File: src/design/dpc_pkg.sv
// Shared constants and types for the dark pixel centroid block.
`default_nettype none
package dpc_pkg;

  // Fixed port field widths
  localparam int VALUE_BITS      = 8;
  localparam int COORD_PORT_BITS = 12;
  localparam int COUNT_PORT_BITS = 13;
  localparam int THRESH_BITS     = 9;

  localparam logic [THRESH_BITS-1:0] THRESH_RESET = 9'd100;

  // Parameter defaults
  localparam int COORD_BITS_DEF        = 12;
  localparam int MAX_WINDOW_PIXELS_DEF = 4096;

  // Per-pixel command from the sequencer to the accumulator
  typedef struct packed {
    logic take;  // pixel transfer this cycle
    logic last;  // pixel closes the window
  } acc_cmd_t;

endpackage
`default_nettype wire

File: src/design/dpc_accum.sv
// Window accumulator: coordinate sums, hit and pixel counts, window corners.
`default_nettype none
module dpc_accum #(
  parameter int COORD_BITS        = dpc_pkg::COORD_BITS_DEF,
  parameter int MAX_WINDOW_PIXELS = dpc_pkg::MAX_WINDOW_PIXELS_DEF,
  parameter int CNT_BITS          = $clog2(MAX_WINDOW_PIXELS + 1),
  parameter int SUM_BITS          = COORD_BITS + CNT_BITS
) (
  input  wire                                 clk_i,
  input  wire                                 rst_ni,
  input  dpc_pkg::acc_cmd_t                   cmd_i,
  input  wire [dpc_pkg::VALUE_BITS-1:0]       value_i,
  input  wire [COORD_BITS-1:0]                col_i,
  input  wire [COORD_BITS-1:0]                row_i,
  input  wire [dpc_pkg::THRESH_BITS-1:0]      thresh_i,
  output logic [SUM_BITS-1:0]                 col_sum_o,
  output logic [SUM_BITS-1:0]                 row_sum_o,
  output logic [CNT_BITS-1:0]                 hit_count_o,
  output logic [COORD_BITS-1:0]               first_col_o,
  output logic [COORD_BITS-1:0]               first_row_o,
  output logic [COORD_BITS-1:0]               last_col_o,
  output logic [COORD_BITS-1:0]               last_row_o,
  output logic                                overflow_o
);

  logic                  in_window_q, in_window_d;
  logic                  ovf_q, ovf_d;
  logic [CNT_BITS-1:0]   pix_cnt_q, pix_cnt_d;
  logic [CNT_BITS-1:0]   hit_cnt_q, hit_cnt_d;
  logic [SUM_BITS-1:0]   col_sum_q, col_sum_d;
  logic [SUM_BITS-1:0]   row_sum_q, row_sum_d;
  logic [COORD_BITS-1:0] first_col_q, first_row_q;
  logic [COORD_BITS-1:0] last_col_q, last_row_q;

  logic                  win_start;
  logic                  full;
  logic                  hit;
  logic [CNT_BITS-1:0]   pix_base, hit_base;
  logic [SUM_BITS-1:0]   col_base, row_base;

  assign win_start = !in_window_q;
  assign hit       = dpc_pkg::THRESH_BITS'(value_i) < thresh_i;

  always_comb begin
    pix_base = win_start ? '0 : pix_cnt_q;
    hit_base = win_start ? '0 : hit_cnt_q;
    col_base = win_start ? '0 : col_sum_q;
    row_base = win_start ? '0 : row_sum_q;
    // pixels past the limit only raise the flag
    full     = (pix_base == CNT_BITS'(MAX_WINDOW_PIXELS));

    ovf_d       = (win_start ? 1'b0 : ovf_q) | full;
    pix_cnt_d   = pix_base;
    hit_cnt_d   = hit_base;
    col_sum_d   = col_base;
    row_sum_d   = row_base;
    if (!full) begin
      pix_cnt_d = pix_base + CNT_BITS'(1);
      if (hit) begin
        hit_cnt_d = hit_base + CNT_BITS'(1);
        col_sum_d = col_base + SUM_BITS'(col_i);
        row_sum_d = row_base + SUM_BITS'(row_i);
      end
    end
    in_window_d = !cmd_i.last;
  end

  always_ff @(posedge clk_i or negedge rst_ni) begin
    if (!rst_ni) begin
      in_window_q <= 1'b0;
      ovf_q       <= 1'b0;
      pix_cnt_q   <= '0;
      hit_cnt_q   <= '0;
      col_sum_q   <= '0;
      row_sum_q   <= '0;
      first_col_q <= '0;
      first_row_q <= '0;
    end else if (cmd_i.take) begin
      in_window_q <= in_window_d;
      ovf_q       <= ovf_d;
      pix_cnt_q   <= pix_cnt_d;
      hit_cnt_q   <= hit_cnt_d;
      col_sum_q   <= col_sum_d;
      row_sum_q   <= row_sum_d;
      if (win_start) begin
        first_col_q <= col_i;
        first_row_q <= row_i;
      end
    end
  end

  always_ff @(posedge clk_i) begin
    if (cmd_i.take && cmd_i.last) begin
      last_col_q <= col_i;
      last_row_q <= row_i;
    end
  end

  assign col_sum_o   = col_sum_q;
  assign row_sum_o   = row_sum_q;
  assign hit_count_o = hit_cnt_q;
  assign first_col_o = first_col_q;
  assign first_row_o = first_row_q;
  assign last_col_o  = last_col_q;
  assign last_row_o  = last_row_q;
  assign overflow_o  = ovf_q;

endmodule
`default_nettype wire

File: src/design/dpc_divider.sv
// Shared restoring divider, one quotient bit per cycle.
`default_nettype none
module dpc_divider #(
  parameter int COORD_BITS = dpc_pkg::COORD_BITS_DEF,
  parameter int CNT_BITS   = $clog2(dpc_pkg::MAX_WINDOW_PIXELS_DEF + 1),
  parameter int SUM_BITS   = COORD_BITS + CNT_BITS
) (
  input  wire                   clk_i,
  input  wire                   rst_ni,
  input  wire                   start_i,
  input  wire [SUM_BITS-1:0]    dividend_i,
  input  wire [CNT_BITS-1:0]    divisor_i,
  output logic                  done_o,
  output logic [COORD_BITS-1:0] quotient_o
);

  localparam int STEP_BITS = $clog2(SUM_BITS + 1);

  logic                 run_q;
  logic                 done_q;
  logic [STEP_BITS-1:0] step_q;
  logic [SUM_BITS-1:0]  quo_q;
  logic [CNT_BITS-1:0]  rem_q;
  logic [CNT_BITS-1:0]  dvs_q;

  logic [CNT_BITS:0]    trial;
  logic [CNT_BITS:0]    diff;
  logic                 fits;

  // remainder stays below the divisor, so one extra bit holds the shift
  assign trial = {rem_q, quo_q[SUM_BITS-1]};
  assign diff  = trial - {1'b0, dvs_q};
  assign fits  = trial >= {1'b0, dvs_q};

  always_ff @(posedge clk_i or negedge rst_ni) begin
    if (!rst_ni) begin
      run_q  <= 1'b0;
      done_q <= 1'b0;
      step_q <= '0;
    end else begin
      done_q <= 1'b0;
      if (start_i) begin
        run_q  <= 1'b1;
        step_q <= STEP_BITS'(SUM_BITS);
      end else if (run_q) begin
        step_q <= step_q - STEP_BITS'(1);
        if (step_q == STEP_BITS'(1)) begin
          run_q  <= 1'b0;
          done_q <= 1'b1;
        end
      end
    end
  end

  always_ff @(posedge clk_i) begin
    if (start_i) begin
      quo_q <= dividend_i;
      rem_q <= '0;
      dvs_q <= divisor_i;
    end else if (run_q) begin
      quo_q <= {quo_q[SUM_BITS-2:0], fits};
      rem_q <= fits ? diff[CNT_BITS-1:0] : trial[CNT_BITS-1:0];
    end
  end

  assign done_o     = done_q;
  assign quotient_o = quo_q[COORD_BITS-1:0];

endmodule
`default_nettype wire

File: src/design/dark_pixel_centroid.sv
// Top level: dark pixel centroid over one raster window.
//
//  channel   | handshake                    | payload
//  ----------+------------------------------+----------------------------------------
//  pixel in  | start, busy                  | pixel_value_i, pixel_col_i, pixel_row_i,
//            |                              | window_last_i
//  result    | result_strobe_o (one cycle)  | centre_col_o, centre_row_o, any_dark_o,
//            |                              | dark_count_o, window_overflow_o
//  config    | cfg_valid, cfg_ready         | cfg_data_i (dark threshold)
//
// A pixel without window_last leaves busy low; pixels may follow back to back.
// The last pixel of a window raises busy while the shared serial divider, which steps
// through all SUM_BITS dividend bits (SUM_BITS = COORD_BITS + clog2(MAX_WINDOW_PIXELS+1),
// 25 at defaults), forms the column and then the row centre; a window with no dark
// pixel skips the divider and reports the window centre.
// Reset clears the window state and loads a threshold of 100.
// The result strobe lasts one cycle; the receiver cannot stall it.
`default_nettype none
module dark_pixel_centroid #(
  parameter int COORD_BITS        = dpc_pkg::COORD_BITS_DEF,
  parameter int MAX_WINDOW_PIXELS = dpc_pkg::MAX_WINDOW_PIXELS_DEF
) (
  input  wire                                   clk_i,
  input  wire                                   rst_ni,
  input  wire                                   start,
  output logic                                  busy,
  input  wire [dpc_pkg::VALUE_BITS-1:0]         pixel_value_i,
  input  wire [dpc_pkg::COORD_PORT_BITS-1:0]    pixel_col_i,
  input  wire [dpc_pkg::COORD_PORT_BITS-1:0]    pixel_row_i,
  input  wire                                   window_last_i,
  output logic                                  result_strobe_o,
  output logic [dpc_pkg::COORD_PORT_BITS-1:0]   centre_col_o,
  output logic [dpc_pkg::COORD_PORT_BITS-1:0]   centre_row_o,
  output logic                                  any_dark_o,
  output logic [dpc_pkg::COUNT_PORT_BITS-1:0]   dark_count_o,
  output logic                                  window_overflow_o,
  input  wire                                   cfg_valid,
  output logic                                  cfg_ready,
  input  wire [dpc_pkg::THRESH_BITS-1:0]        cfg_data_i
);

  localparam int CNT_BITS = $clog2(MAX_WINDOW_PIXELS + 1);
  localparam int SUM_BITS = COORD_BITS + CNT_BITS;
  localparam int CX = (COORD_BITS > dpc_pkg::COORD_PORT_BITS) ?
                      COORD_BITS : dpc_pkg::COORD_PORT_BITS;
  localparam int KX = (CNT_BITS > dpc_pkg::COUNT_PORT_BITS) ?
                      CNT_BITS : dpc_pkg::COUNT_PORT_BITS;

  localparam logic [1:0] S_IDLE    = 2'd0;
  localparam logic [1:0] S_LAUNCH  = 2'd1;
  localparam logic [1:0] S_DIV_COL = 2'd2;
  localparam logic [1:0] S_DIV_ROW = 2'd3;

  logic [1:0]                      state_q, state_d;
  logic [dpc_pkg::THRESH_BITS-1:0] thresh_q;
  logic                            strobe_q;
  logic [COORD_BITS-1:0]           col_quo_q;
  logic [COORD_BITS-1:0]           out_col_q, out_row_q, out_col_d, out_row_d;
  logic                            any_dark_q;
  logic [CNT_BITS-1:0]             count_q;
  logic                            ovf_q;
  logic                            load_out;

  logic                            accept;
  dpc_pkg::acc_cmd_t               acc_cmd;
  logic [CX-1:0]                   col_wide, row_wide;
  logic [COORD_BITS-1:0]           col_c, row_c;

  logic [SUM_BITS-1:0]             col_sum, row_sum;
  logic [CNT_BITS-1:0]             hit_count;
  logic [COORD_BITS-1:0]           first_col, first_row, last_col, last_row;
  logic                            overflow;
  logic [COORD_BITS-1:0]           size_col, size_row, mid_col, mid_row;

  logic                            div_start;
  logic [SUM_BITS-1:0]             div_dividend;
  logic                            div_done;
  logic [COORD_BITS-1:0]           div_quotient;

  logic [CX-1:0]                   out_col_wide, out_row_wide;
  logic [KX-1:0]                   count_wide;

  assign accept       = start && !busy;
  assign acc_cmd.take = accept;
  assign acc_cmd.last = window_last_i;

  assign col_wide = CX'(pixel_col_i);
  assign row_wide = CX'(pixel_row_i);
  assign col_c    = col_wide[COORD_BITS-1:0];
  assign row_c    = row_wide[COORD_BITS-1:0];

  dpc_accum #(
    .COORD_BITS        (COORD_BITS),
    .MAX_WINDOW_PIXELS (MAX_WINDOW_PIXELS),
    .CNT_BITS          (CNT_BITS),
    .SUM_BITS          (SUM_BITS)
  ) u_accum (
    .clk_i       (clk_i),
    .rst_ni      (rst_ni),
    .cmd_i       (acc_cmd),
    .value_i     (pixel_value_i),
    .col_i       (col_c),
    .row_i       (row_c),
    .thresh_i    (thresh_q),
    .col_sum_o   (col_sum),
    .row_sum_o   (row_sum),
    .hit_count_o (hit_count),
    .first_col_o (first_col),
    .first_row_o (first_row),
    .last_col_o  (last_col),
    .last_row_o  (last_row),
    .overflow_o  (overflow)
  );

  dpc_divider #(
    .COORD_BITS (COORD_BITS),
    .CNT_BITS   (CNT_BITS),
    .SUM_BITS   (SUM_BITS)
  ) u_divider (
    .clk_i      (clk_i),
    .rst_ni     (rst_ni),
    .start_i    (div_start),
    .dividend_i (div_dividend),
    .divisor_i  (hit_count),
    .done_o     (div_done),
    .quotient_o (div_quotient)
  );

  // window centre for the no-hit case, all modulo 2^COORD_BITS
  assign size_col = last_col - first_col + COORD_BITS'(1);
  assign size_row = last_row - first_row + COORD_BITS'(1);
  assign mid_col  = first_col + (size_col >> 1);
  assign mid_row  = first_row + (size_row >> 1);

  always_comb begin
    state_d      = state_q;
    div_start    = 1'b0;
    div_dividend = col_sum;
    load_out     = 1'b0;
    out_col_d    = mid_col;
    out_row_d    = mid_row;
    case (state_q)
      S_IDLE: begin
        if (accept && window_last_i) state_d = S_LAUNCH;
      end
      S_LAUNCH: begin
        if (hit_count == '0) begin
          load_out = 1'b1;
          state_d  = S_IDLE;
        end else begin
          div_start = 1'b1;
          state_d   = S_DIV_COL;
        end
      end
      S_DIV_COL: begin
        if (div_done) begin
          div_start    = 1'b1;
          div_dividend = row_sum;
          state_d      = S_DIV_ROW;
        end
      end
      S_DIV_ROW: begin
        if (div_done) begin
          load_out  = 1'b1;
          out_col_d = col_quo_q;
          out_row_d = div_quotient;
          state_d   = S_IDLE;
        end
      end
      default: begin
        state_d = S_IDLE;
      end
    endcase
  end

  always_ff @(posedge clk_i or negedge rst_ni) begin
    if (!rst_ni) begin
      state_q  <= S_IDLE;
      thresh_q <= dpc_pkg::THRESH_RESET;
      strobe_q <= 1'b0;
    end else begin
      state_q  <= state_d;
      strobe_q <= load_out;
      if (cfg_valid && cfg_ready) thresh_q <= cfg_data_i;
    end
  end

  always_ff @(posedge clk_i) begin
    if (state_q == S_DIV_COL && div_done) col_quo_q <= div_quotient;
    if (load_out) begin
      out_col_q  <= out_col_d;
      out_row_q  <= out_row_d;
      any_dark_q <= hit_count != '0;
      count_q    <= hit_count;
      ovf_q      <= overflow;
    end
  end

  assign out_col_wide = CX'(out_col_q);
  assign out_row_wide = CX'(out_row_q);
  assign count_wide   = KX'(count_q);

  assign busy              = state_q != S_IDLE;
  assign cfg_ready         = 1'b1;
  assign result_strobe_o   = strobe_q;
  assign centre_col_o      = out_col_wide[dpc_pkg::COORD_PORT_BITS-1:0];
  assign centre_row_o      = out_row_wide[dpc_pkg::COORD_PORT_BITS-1:0];
  assign any_dark_o        = any_dark_q;
  assign dark_count_o      = count_wide[dpc_pkg::COUNT_PORT_BITS-1:0];
  assign window_overflow_o = ovf_q;

`ifndef SYNTHESIS
  a_strobe_src: assert property (@(posedge clk_i) disable iff (!rst_ni)
    result_strobe_o |-> ($past(state_q) == S_LAUNCH || $past(state_q) == S_DIV_ROW))
    else $error("result strobe without a finishing sequencer step");

  a_last_busy: assert property (@(posedge clk_i) disable iff (!rst_ni)
    (accept && window_last_i) |=> busy)
    else $error("block not busy after last pixel transfer");

  a_div_done_state: assert property (@(posedge clk_i) disable iff (!rst_ni)
    div_done |-> (state_q == S_DIV_COL || state_q == S_DIV_ROW))
    else $error("divider finished outside a divide step");

  a_no_hit_zero: assert property (@(posedge clk_i) disable iff (!rst_ni)
    (result_strobe_o && !any_dark_q) |-> (count_q == '0))
    else $error("nonzero count reported with no dark pixels");
`endif

endmodule
`default_nettype wire
File: config.mk
export PLATFORM = sky130hd
export DESIGN_NAME = dark_pixel_centroid
export DESIGN_NICKNAME = d
export VERILOG_FILES = /design/src/design/dpc_pkg.sv /design/src/design/dpc_accum.sv /design/src/design/dpc_divider.sv /design/src/design/dark_pixel_centroid.sv
export SDC_FILE = /design/constraint.sdc
export NUM_CORES = 1
export LEC_CHECK = 0
export ABC_AREA = 1
export CORE_UTILIZATION = 55
export CTS_CLUSTER_DIAMETER = 60
export CTS_CLUSTER_SIZE = 14
export DETAILED_ROUTE_END_ITERATION = 16
export DONT_BUFFER_PORTS = 1
export PLACE_DENSITY = 0.72
export SYNTH_ARGS = -nofsm -noshare
export SYNTH_HDL_FRONTEND = slang
export SYNTH_SLANG_ARGS = --single-unit
File: constraint.sdc
create_clock -name clk_i -period 4.1 [get_ports clk_i]
set_input_delay 0.82 -clock clk_i [delete_from_list [all_inputs] [get_ports clk_i]]
set_output_delay 0.82 -clock clk_i [all_outputs]
set_load 0.1 [all_outputs]
==> flow_metrics.env, run 1 <==
export IMPL_crit_path_end_kind="flip-flop"
export IMPL_cp_slowest_cell="fa_1"
export IMPL_wl_met1_mm=17.79
export IMPL_stdcell_count=2453
export IMPL_final_common_cell="nand2_1"
export IMPL_yosys_area_top_type="edfxtp_1"
export IMPL_io_buffers=0
export IMPL_clk_pin_slew_ps=60
export IMPL_crit_family="adder cells"
export IMPL_ys_types=53
export IMPL_synth_area_per_cell_um2=7.865
export IMPL_grt_total_usage=0.2626
export IMPL_drcViolationCount=0
export IMPL_finalHoldViolCount=0
export IMPL_path_buf_inv=3
export IMPL_grt_pass1_wl_mm=64.33
export IMPL_grt_pass1_vias=12785
export IMPL_layout_common_cells="nand2_1 (547), inv_1 (281), nor2_1 (178), nand3_1 (139), o21ai_0 (121)"
export IMPL_fp_dieArea_um2=30080
export IMPL_cp_cell_sequence="ha_1 > inv_1 > ha_1 > fa_1 > a21oi_1 > nor2_1 > nor2_1 > xor2_1 > inv_1 > ha_1 > a21o_1 > a21oi_1 > nand3_1 > nand2_1 > nand3_1 > o21ai_0 > inv_1"
export IMPL_worstPathRequired_ps=4420
export IMPL_fp_dieH_um=173.4
export IMPL_ant_nets=0
export IMPL_start_kind="flip-flop"
export IMPL_fmax_ghz=0.2886
export IMPL_wl_per_cell_um=15.94
export IMPL_p_per_area_nw_per_um2=315.7
export IMPL_placed_cells_incl_taps=2395
export IMPL_holdCritPathClass="input pin to asynchronous set/reset pin"
export IMPL_routed_via_count=13488
export IMPL_drv_cap=0
export IMPL_first_pass_iters=5
export IMPL_status="finished clean"
export IMPL_cp_slowest_stage_delay_ps=460
export IMPL_avgViaCountPerCell=5.499
export IMPL_yosysWarnings=0
export IMPL_critPathArrivalTime_ps=3780
export IMPL_routed_top_layer="met4"
export IMPL_root_buffer="clkbuf_16"
export IMPL_drtIter0Drc=1087
export IMPL_post_cts_resized=0
export IMPL_drive_gt1_frac=0.06332
export IMPL_synth_fp_nets=2228
export IMPL_finalHoldWorstSlack_ps=103.3
export IMPL_synthFlopType="dfrtp_1"
export IMPL_period_share=0.8451
export IMPL_cp_depth=17
export IMPL_area_growth_synth_to_final_pct=8.128
export IMPL_grt_overflow=0
export IMPL_wl_mm=39.10
export IMPL_finClkSkew_ps=13.04
export IMPL_rsz0062_at_grt="no"
export IMPL_crit_fanout=6
export IMPL_fin_tns_setup_ps=0
export IMPL_path_class="flip-flop to flip-flop"
export IMPL_synth_area_leaders="edfxtp_1 (21%), dfrtp_1 (18%), nand2_1 (13%)"
export IMPL_io_pins=88
export IMPL_diodes=0
export IMPL_ys_ff_latch=247
export IMPL_std_cell_rows=62
export IMPL_dp_hpwl_mm=28.00
export IMPL_fin_crit_ps=3465
export IMPL_htreeDepth=1
export IMPL_netlist_area_um2=16160
export IMPL_ir_drop_v=0.0002860
export IMPL_ctsLongestPathBuffers=3
export IMPL_synthCells=2055
export IMPL_worst_pin_slew_ps=1058
export IMPL_ys_seq_area_frac=0.4136
export IMPL_core_um2=28780
export IMPL_wl_met3_mm=2.486
export IMPL_ys_async_sr_fraction=0.4899
export IMPL_gp_congestion=0.9010
export IMPL_clk_latency_ps=560
export IMPL_cts_tree="built"
export IMPL_synth_edf_count=113
export IMPL_slew_violations=0
export IMPL_wl_met2_mm=17.73
export IMPL_r2r_cells=17
export IMPL_synth_top_area_frac=0.2099
export IMPL_max_slew_margin_rel=0.2924
export IMPL_initial_core_util=0.5616
export IMPL_grt_max_degree=119
export IMPL_antenna_found_initial=0
export IMPL_cts_buffers=31
export IMPL_die_w_um=173.4
export IMPL_nets=2218
export IMPL_p_leak_nw=8.800
export IMPL_clock_sinks=247
export IMPL_setup_viol=0
metrics by stage:
step                      area, um^2  worst slack [ps]    util  total power [W]
after global routing           17480             374.2  0.6073         0.005692
final                          17480             635.0  0.6073         0.005518
after CTS                      17480             644.6  0.6073         0.005569
after floorplan                16160             945.1       -         0.002756
after detailed placement       16420             664.3  0.5705         0.002784
after global placement         16420             720.3  0.5705         0.002781
Yosys cell counts (5+ instances only):
library cell / instances
a31oi_1: 10
inv_1: 281
nor3_1: 19
inv_2: 15
a21oi_1: 68
nand2_1: 548
nand2_2: 12
buf_6: 10
edfxtp_1: 113
o21ai_0: 121
dfrtp_1: 118
o21ai_1: 16
nand3_2: 6
o21bai_1: 7
fa_1: 7
nand3_1: 139
clkbuf_1: 21
nand3b_1: 5
buf_2: 18
xnor2_1: 22
dfxtp_1: 13
nor2_1: 179
xor2_1: 53
a21o_1: 8
o31ai_1: 12
or2_2: 5
nor2_2: 7
buf_4: 7
ha_1: 120
nand4_1: 57
where the power goes:
| group | internal (W) | switching [W] | leakage (nW) |
|---|---|---|---|
| Sequential | 0.00259 | 0.00000200 | 2.50 |
| Combinational | 0.0000505 | 0.000126 | 5.80 |
| Clock | 0.00161 | 0.00114 | 0.498 |
| Total | 0.00425 | 0.00127 | 8.80 |
cell families (layout without fill, tap and decap cells):
group,after synthesis,in the layout,share of synthesized area
and+or+nand+nor,994,994,0.2667
adders and majority gates,127,127,0.1016
DFF,247,247,0.4136
muxes,1,1,0.0006193
xor gates and xnor gates,75,75,0.04064
buffers and inverters,356,370,0.09042
other,1,1,0.0002320
AOI/OAI and AO/OA,254,254,0.08624
sequential cells by signal, indices dropped and copies added, names as in the netlist, 5 cells and up, named ones only:
register and count:
centre_col_o 12, centre_row_o 12, col_quo_q 12, dark_count_o 13, thresh_q 9, u_accum.col_sum_o 25
u_accum.first_col_o 12, u_accum.first_row_o 12, u_accum.hit_count_o 13, u_accum.last_col_o 12, u_accum.last_row_o 12, u_accum.pix_cnt_q 13
u_accum.row_sum_o 25, u_divider.dvs_q 13, u_divider.quo_q 25, u_divider.rem_q 13, u_divider.step_q 5
worst paths after layout:
check | from | endpoint | slack (ps)
max in group asynchronous | rst_ni | u_accum.first_col_o[6] | 3350
worst min register to register | u_accum.overflow_o | window_overflow_o | 450
min in group clk_i | cfg_valid | thresh_q[2] | 330
worst max-delay path | u_accum.first_row_o[1] | centre_row_o[11] | 630
worst min-delay path | rst_ni | thresh_q[2] | 100
worst max register to register | u_accum.first_row_o[1] | centre_row_o[11] | 630
worst register-to-register path, delay by kind of cell, from the launching register on:
| kind | cells | cell delay, ps |
|---|---|---|
| flops | 1 | 430 |
| compound gates | 4 | 710 |
| xor+xnor | 1 | 160 |
| fa+ha+maj | 4 | 1370 |
| simple gates | 5 | 410 |
| buf+inv | 3 | 150 |
layer usage:
layer / GRT usage / up-vias
li1: - / 6701
met1: 0.3625 / 6287
met2: 0.4245 / 417
met3: 0.04430 / 83
met4: 0.07633 / 0
met5: 0 / -
final cells by class:
type | count | area (um^2)
sequential | 247 | 6686
timing repair buffer | 15 | 132.6
fill | 2575 | 11300
clock buffer | 39 | 805.8
tap | 384 | 480.5
clock inverter | 18 | 225.2
inverter | 298 | 1120
multi-input combinational | 1452 | 8026
what timing repair did:
item / CTS / global route
endpoints found under the hold margin: 118 / 0
buffers inserted: 0 / 0
hold buffers: 1 / 0
(Power assumes the default switching activity.)
==> run 2, diff against run 1 <==
- clock period: 4.1 -> 3.3 ns (I/O delays scaled with it)
==> run 2 against run 1 <==
  * The run now ends with hold timing left
  * Fmax increased by 7.1%
  * Register-to-register slack lost 570 ps
  * Global-route usage up 0.51 points
  * Non-clock buffer count increased by 20
  * Highest routed layer unchanged
  * Critical path type unchanged
  * Critical endpoint unchanged
  * Core utilization increased by 1.0 points
  * Clock-buffer cell count down 4
  * Sequential cell count stayed put
  * Die area stayed put
  * Largest cell class unchanged
  * Sequential power is 24% higher
  * First-iteration DRC count is essentially flat
==> flow_metrics.env, run 2 (same netlist as run 1, synthesis figures left out) <==
export IMPL_grt_pass1_wl_mm=65.76
export IMPL_wl_per_cell_um=16.01
export IMPL_avgViaCountPerCell=5.457
export IMPL_cp_slowest_cell="dfrtp_1"
export IMPL_globalRouteMet3Util=0.03575
export IMPL_rsz0062_at_grt="yes"
export IMPL_holdCritPathClass="input pin to asynchronous set/reset pin"
export IMPL_r2r_setup_slack_ps=60
export IMPL_period_share=0.9807
export IMPL_cts_buffers=29
export IMPL_power_internal_w=0.005120
export IMPL_io_buffers=0
export IMPL_critPathArrivalTime_ps=3540
export IMPL_worst_pin_slew_ps=932.6
export IMPL_die_w_um=173.4
export IMPL_ir_drop_v=0.0004360
export IMPL_path_class="flip-flop to flip-flop"
export IMPL_clk_pin_slew_ps=70
export IMPL_setup_viol=0
export IMPL_placed_cell_area_um2=16560
export IMPL_stdcell_count=2470
export IMPL_fp_dieArea_um2=30080
export IMPL_placed_cells_incl_taps=2412
export IMPL_cp_slowest_stage_delay_ps=350
export IMPL_start_kind="flip-flop"
export IMPL_root_buffer="clkbuf_16"
export IMPL_grt_util_met2=0.4381
export IMPL_std_cell_rows=62
export IMPL_drtIter0Drc=1088
export IMPL_max_slew_margin_rel=0.3796
export IMPL_pwr_share_seq=0.485
export IMPL_drv_cap=0
export IMPL_area_growth_synth_to_final_pct=9.978
export IMPL_cts_tree="built"
export IMPL_dp_hpwl_mm=28.16
export IMPL_drcViolationCount=0
export IMPL_finClkSkew_ps=22.04
export IMPL_fp_dieH_um=173.4
export IMPL_grt_pass1_vias=13076
export IMPL_grt_max_degree=122
export IMPL_crit_fanout=5
export IMPL_finalHoldViolCount=118
export IMPL_cp_cell_sequence="inv_1 > ha_1 > ha_4 > a21oi_2 > o21ai_0 > a21oi_1 > nor2_1 > nor2_1 > xor2_1 > inv_1 > ha_4 > nand2_1 > nor2_1 > nand3_1 > nand4_1 > nand3_1 > o21ai_0 > inv_1"
export IMPL_wl_mm=39.55
export IMPL_use_met1=0.3749
export IMPL_grt_total_usage=0.2677
export IMPL_final_common_cell="nand2_1"
export IMPL_crit_path_end_kind="flip-flop"
export IMPL_fin_crit_ps=3236
export IMPL_fmax_ghz=0.3090
export IMPL_switching_share=0.2272
export IMPL_status="complete, but fails checks"
export IMPL_core_um2=28780
export IMPL_grt_overflow=0
export IMPL_first_pass_iters=5
export IMPL_worstPathRequired_ps=3610
export IMPL_antenna_found_initial=0
export IMPL_p_per_area_nw_per_um2=372.7
export IMPL_initial_core_util=0.5616
export IMPL_p_leak_nw=8.870
export IMPL_layout_common_cells="nand2_1 (546), inv_1 (281), nor2_1 (173), nand3_1 (139), dfrtp_1 (117)"
export IMPL_power_frac_comb=0.028
export IMPL_design_area_um2=17780
export IMPL_htreeDepth=1
export IMPL_slew_violations=0
export IMPL_io_pins=88
export IMPL_gp_congestion=0.9457
export IMPL_clock_power_share=0.487
export IMPL_grt_busiest_layer="met2"
export IMPL_nets=2236
export IMPL_routed_via_count=13478
export IMPL_ctsLongestPathBuffers=3
export IMPL_fin_tns_setup_ps=0
export IMPL_diodes=0
export IMPL_violations="hold timing"
export IMPL_ant_nets=0
export IMPL_clock_sinks=247
export IMPL_p_sw_w=0.001505
export IMPL_clk_latency_ps=560
export IMPL_finalHoldWorstSlack_ps=-194.0
export IMPL_drive_gt1_frac=0.08965
==> run 2: area by class of cell <==
cell class / count / area (um^2)
clock inverters: 19 / 191.4
clock buffers: 35 / 768.2
repair buffers: 35 / 275.3
multi-input cells: 1452 / 8254
flip-flops and latches: 247 / 6686
well taps: 384 / 480.5
inverters: 298 / 1120
fillers: 2561 / 11000
==> run 2: repair_timing <==
action | in CTS | in global routing
buffers inserted | 0 | 4
resized for setup | 0 | 48
hold endpoints to repair | 121 | 121
endpoints found under the setup margin | 0 | 12
==> run 2: power groups by stage <==
stage | clock network, W | logic, W | registers [W]
2_1_floorplan | 0 | 0.000148 | 0.00328
3_3_place_gp | 0 | 0.000179 | 0.00328
3_5_place_dp | 0 | 0.000183 | 0.00328
4_1_cts | 0.00329 | 0.000184 | 0.00321
5_1_grt | 0.00339 | 0.000211 | 0.00321
6_report | 0.00323 | 0.000184 | 0.00321
==> run 2: through the flow <==
step                setup WS, ps    util  hold WS, ps  total power (W)
floorplan                  145.1       -        364.4         0.003424
global placement           94.78  0.5753        370.5         0.003454
detailed placement         36.45  0.5753        371.1         0.003458
CTS                        8.628  0.6087       -223.1         0.006690
global route              -130.4  0.6176       -213.6         0.006818
finish                     63.84  0.6176       -194.0         0.006624
==> run 2: path summary, 6_finish.rpt <==
kind,from,to,cells past startpoint
hold / removal,rst_ni,u_accum.first_col_o[3],0
hold reg to reg,u_divider.quo_q[1],col_quo_q[1],0
min in group clk_i,cfg_valid,thresh_q[6],1
setup / recovery,u_accum.first_row_o[3],centre_row_o[11],18
setup reg to reg,u_accum.first_row_o[3],centre_row_o[11],18
max in group asynchronous,rst_ni,thresh_q[6],0
==> run 2: routing by layer <==
| layer | vias up | wire, um |
|---|---|---|
| li1 | 6725 | - |
| met1 | 6306 | 18220 |
| met2 | 388 | 18110 |
| met3 | 59 | 2389 |
| met4 | 0 | 830 |
| met5 | - | 0 |
==> run 2: critical path, delay by kind of cell (launching register included) <==
family                   cells  cell delay [ps]
AO/OA/AOI/OAI                4              640
adder cells (fa/ha/maj)      3              900
AND/OR/NAND/NOR              7              750
flip-flops                   1              350
buffers and inverters        3              200
XOR/XNOR                     1              150
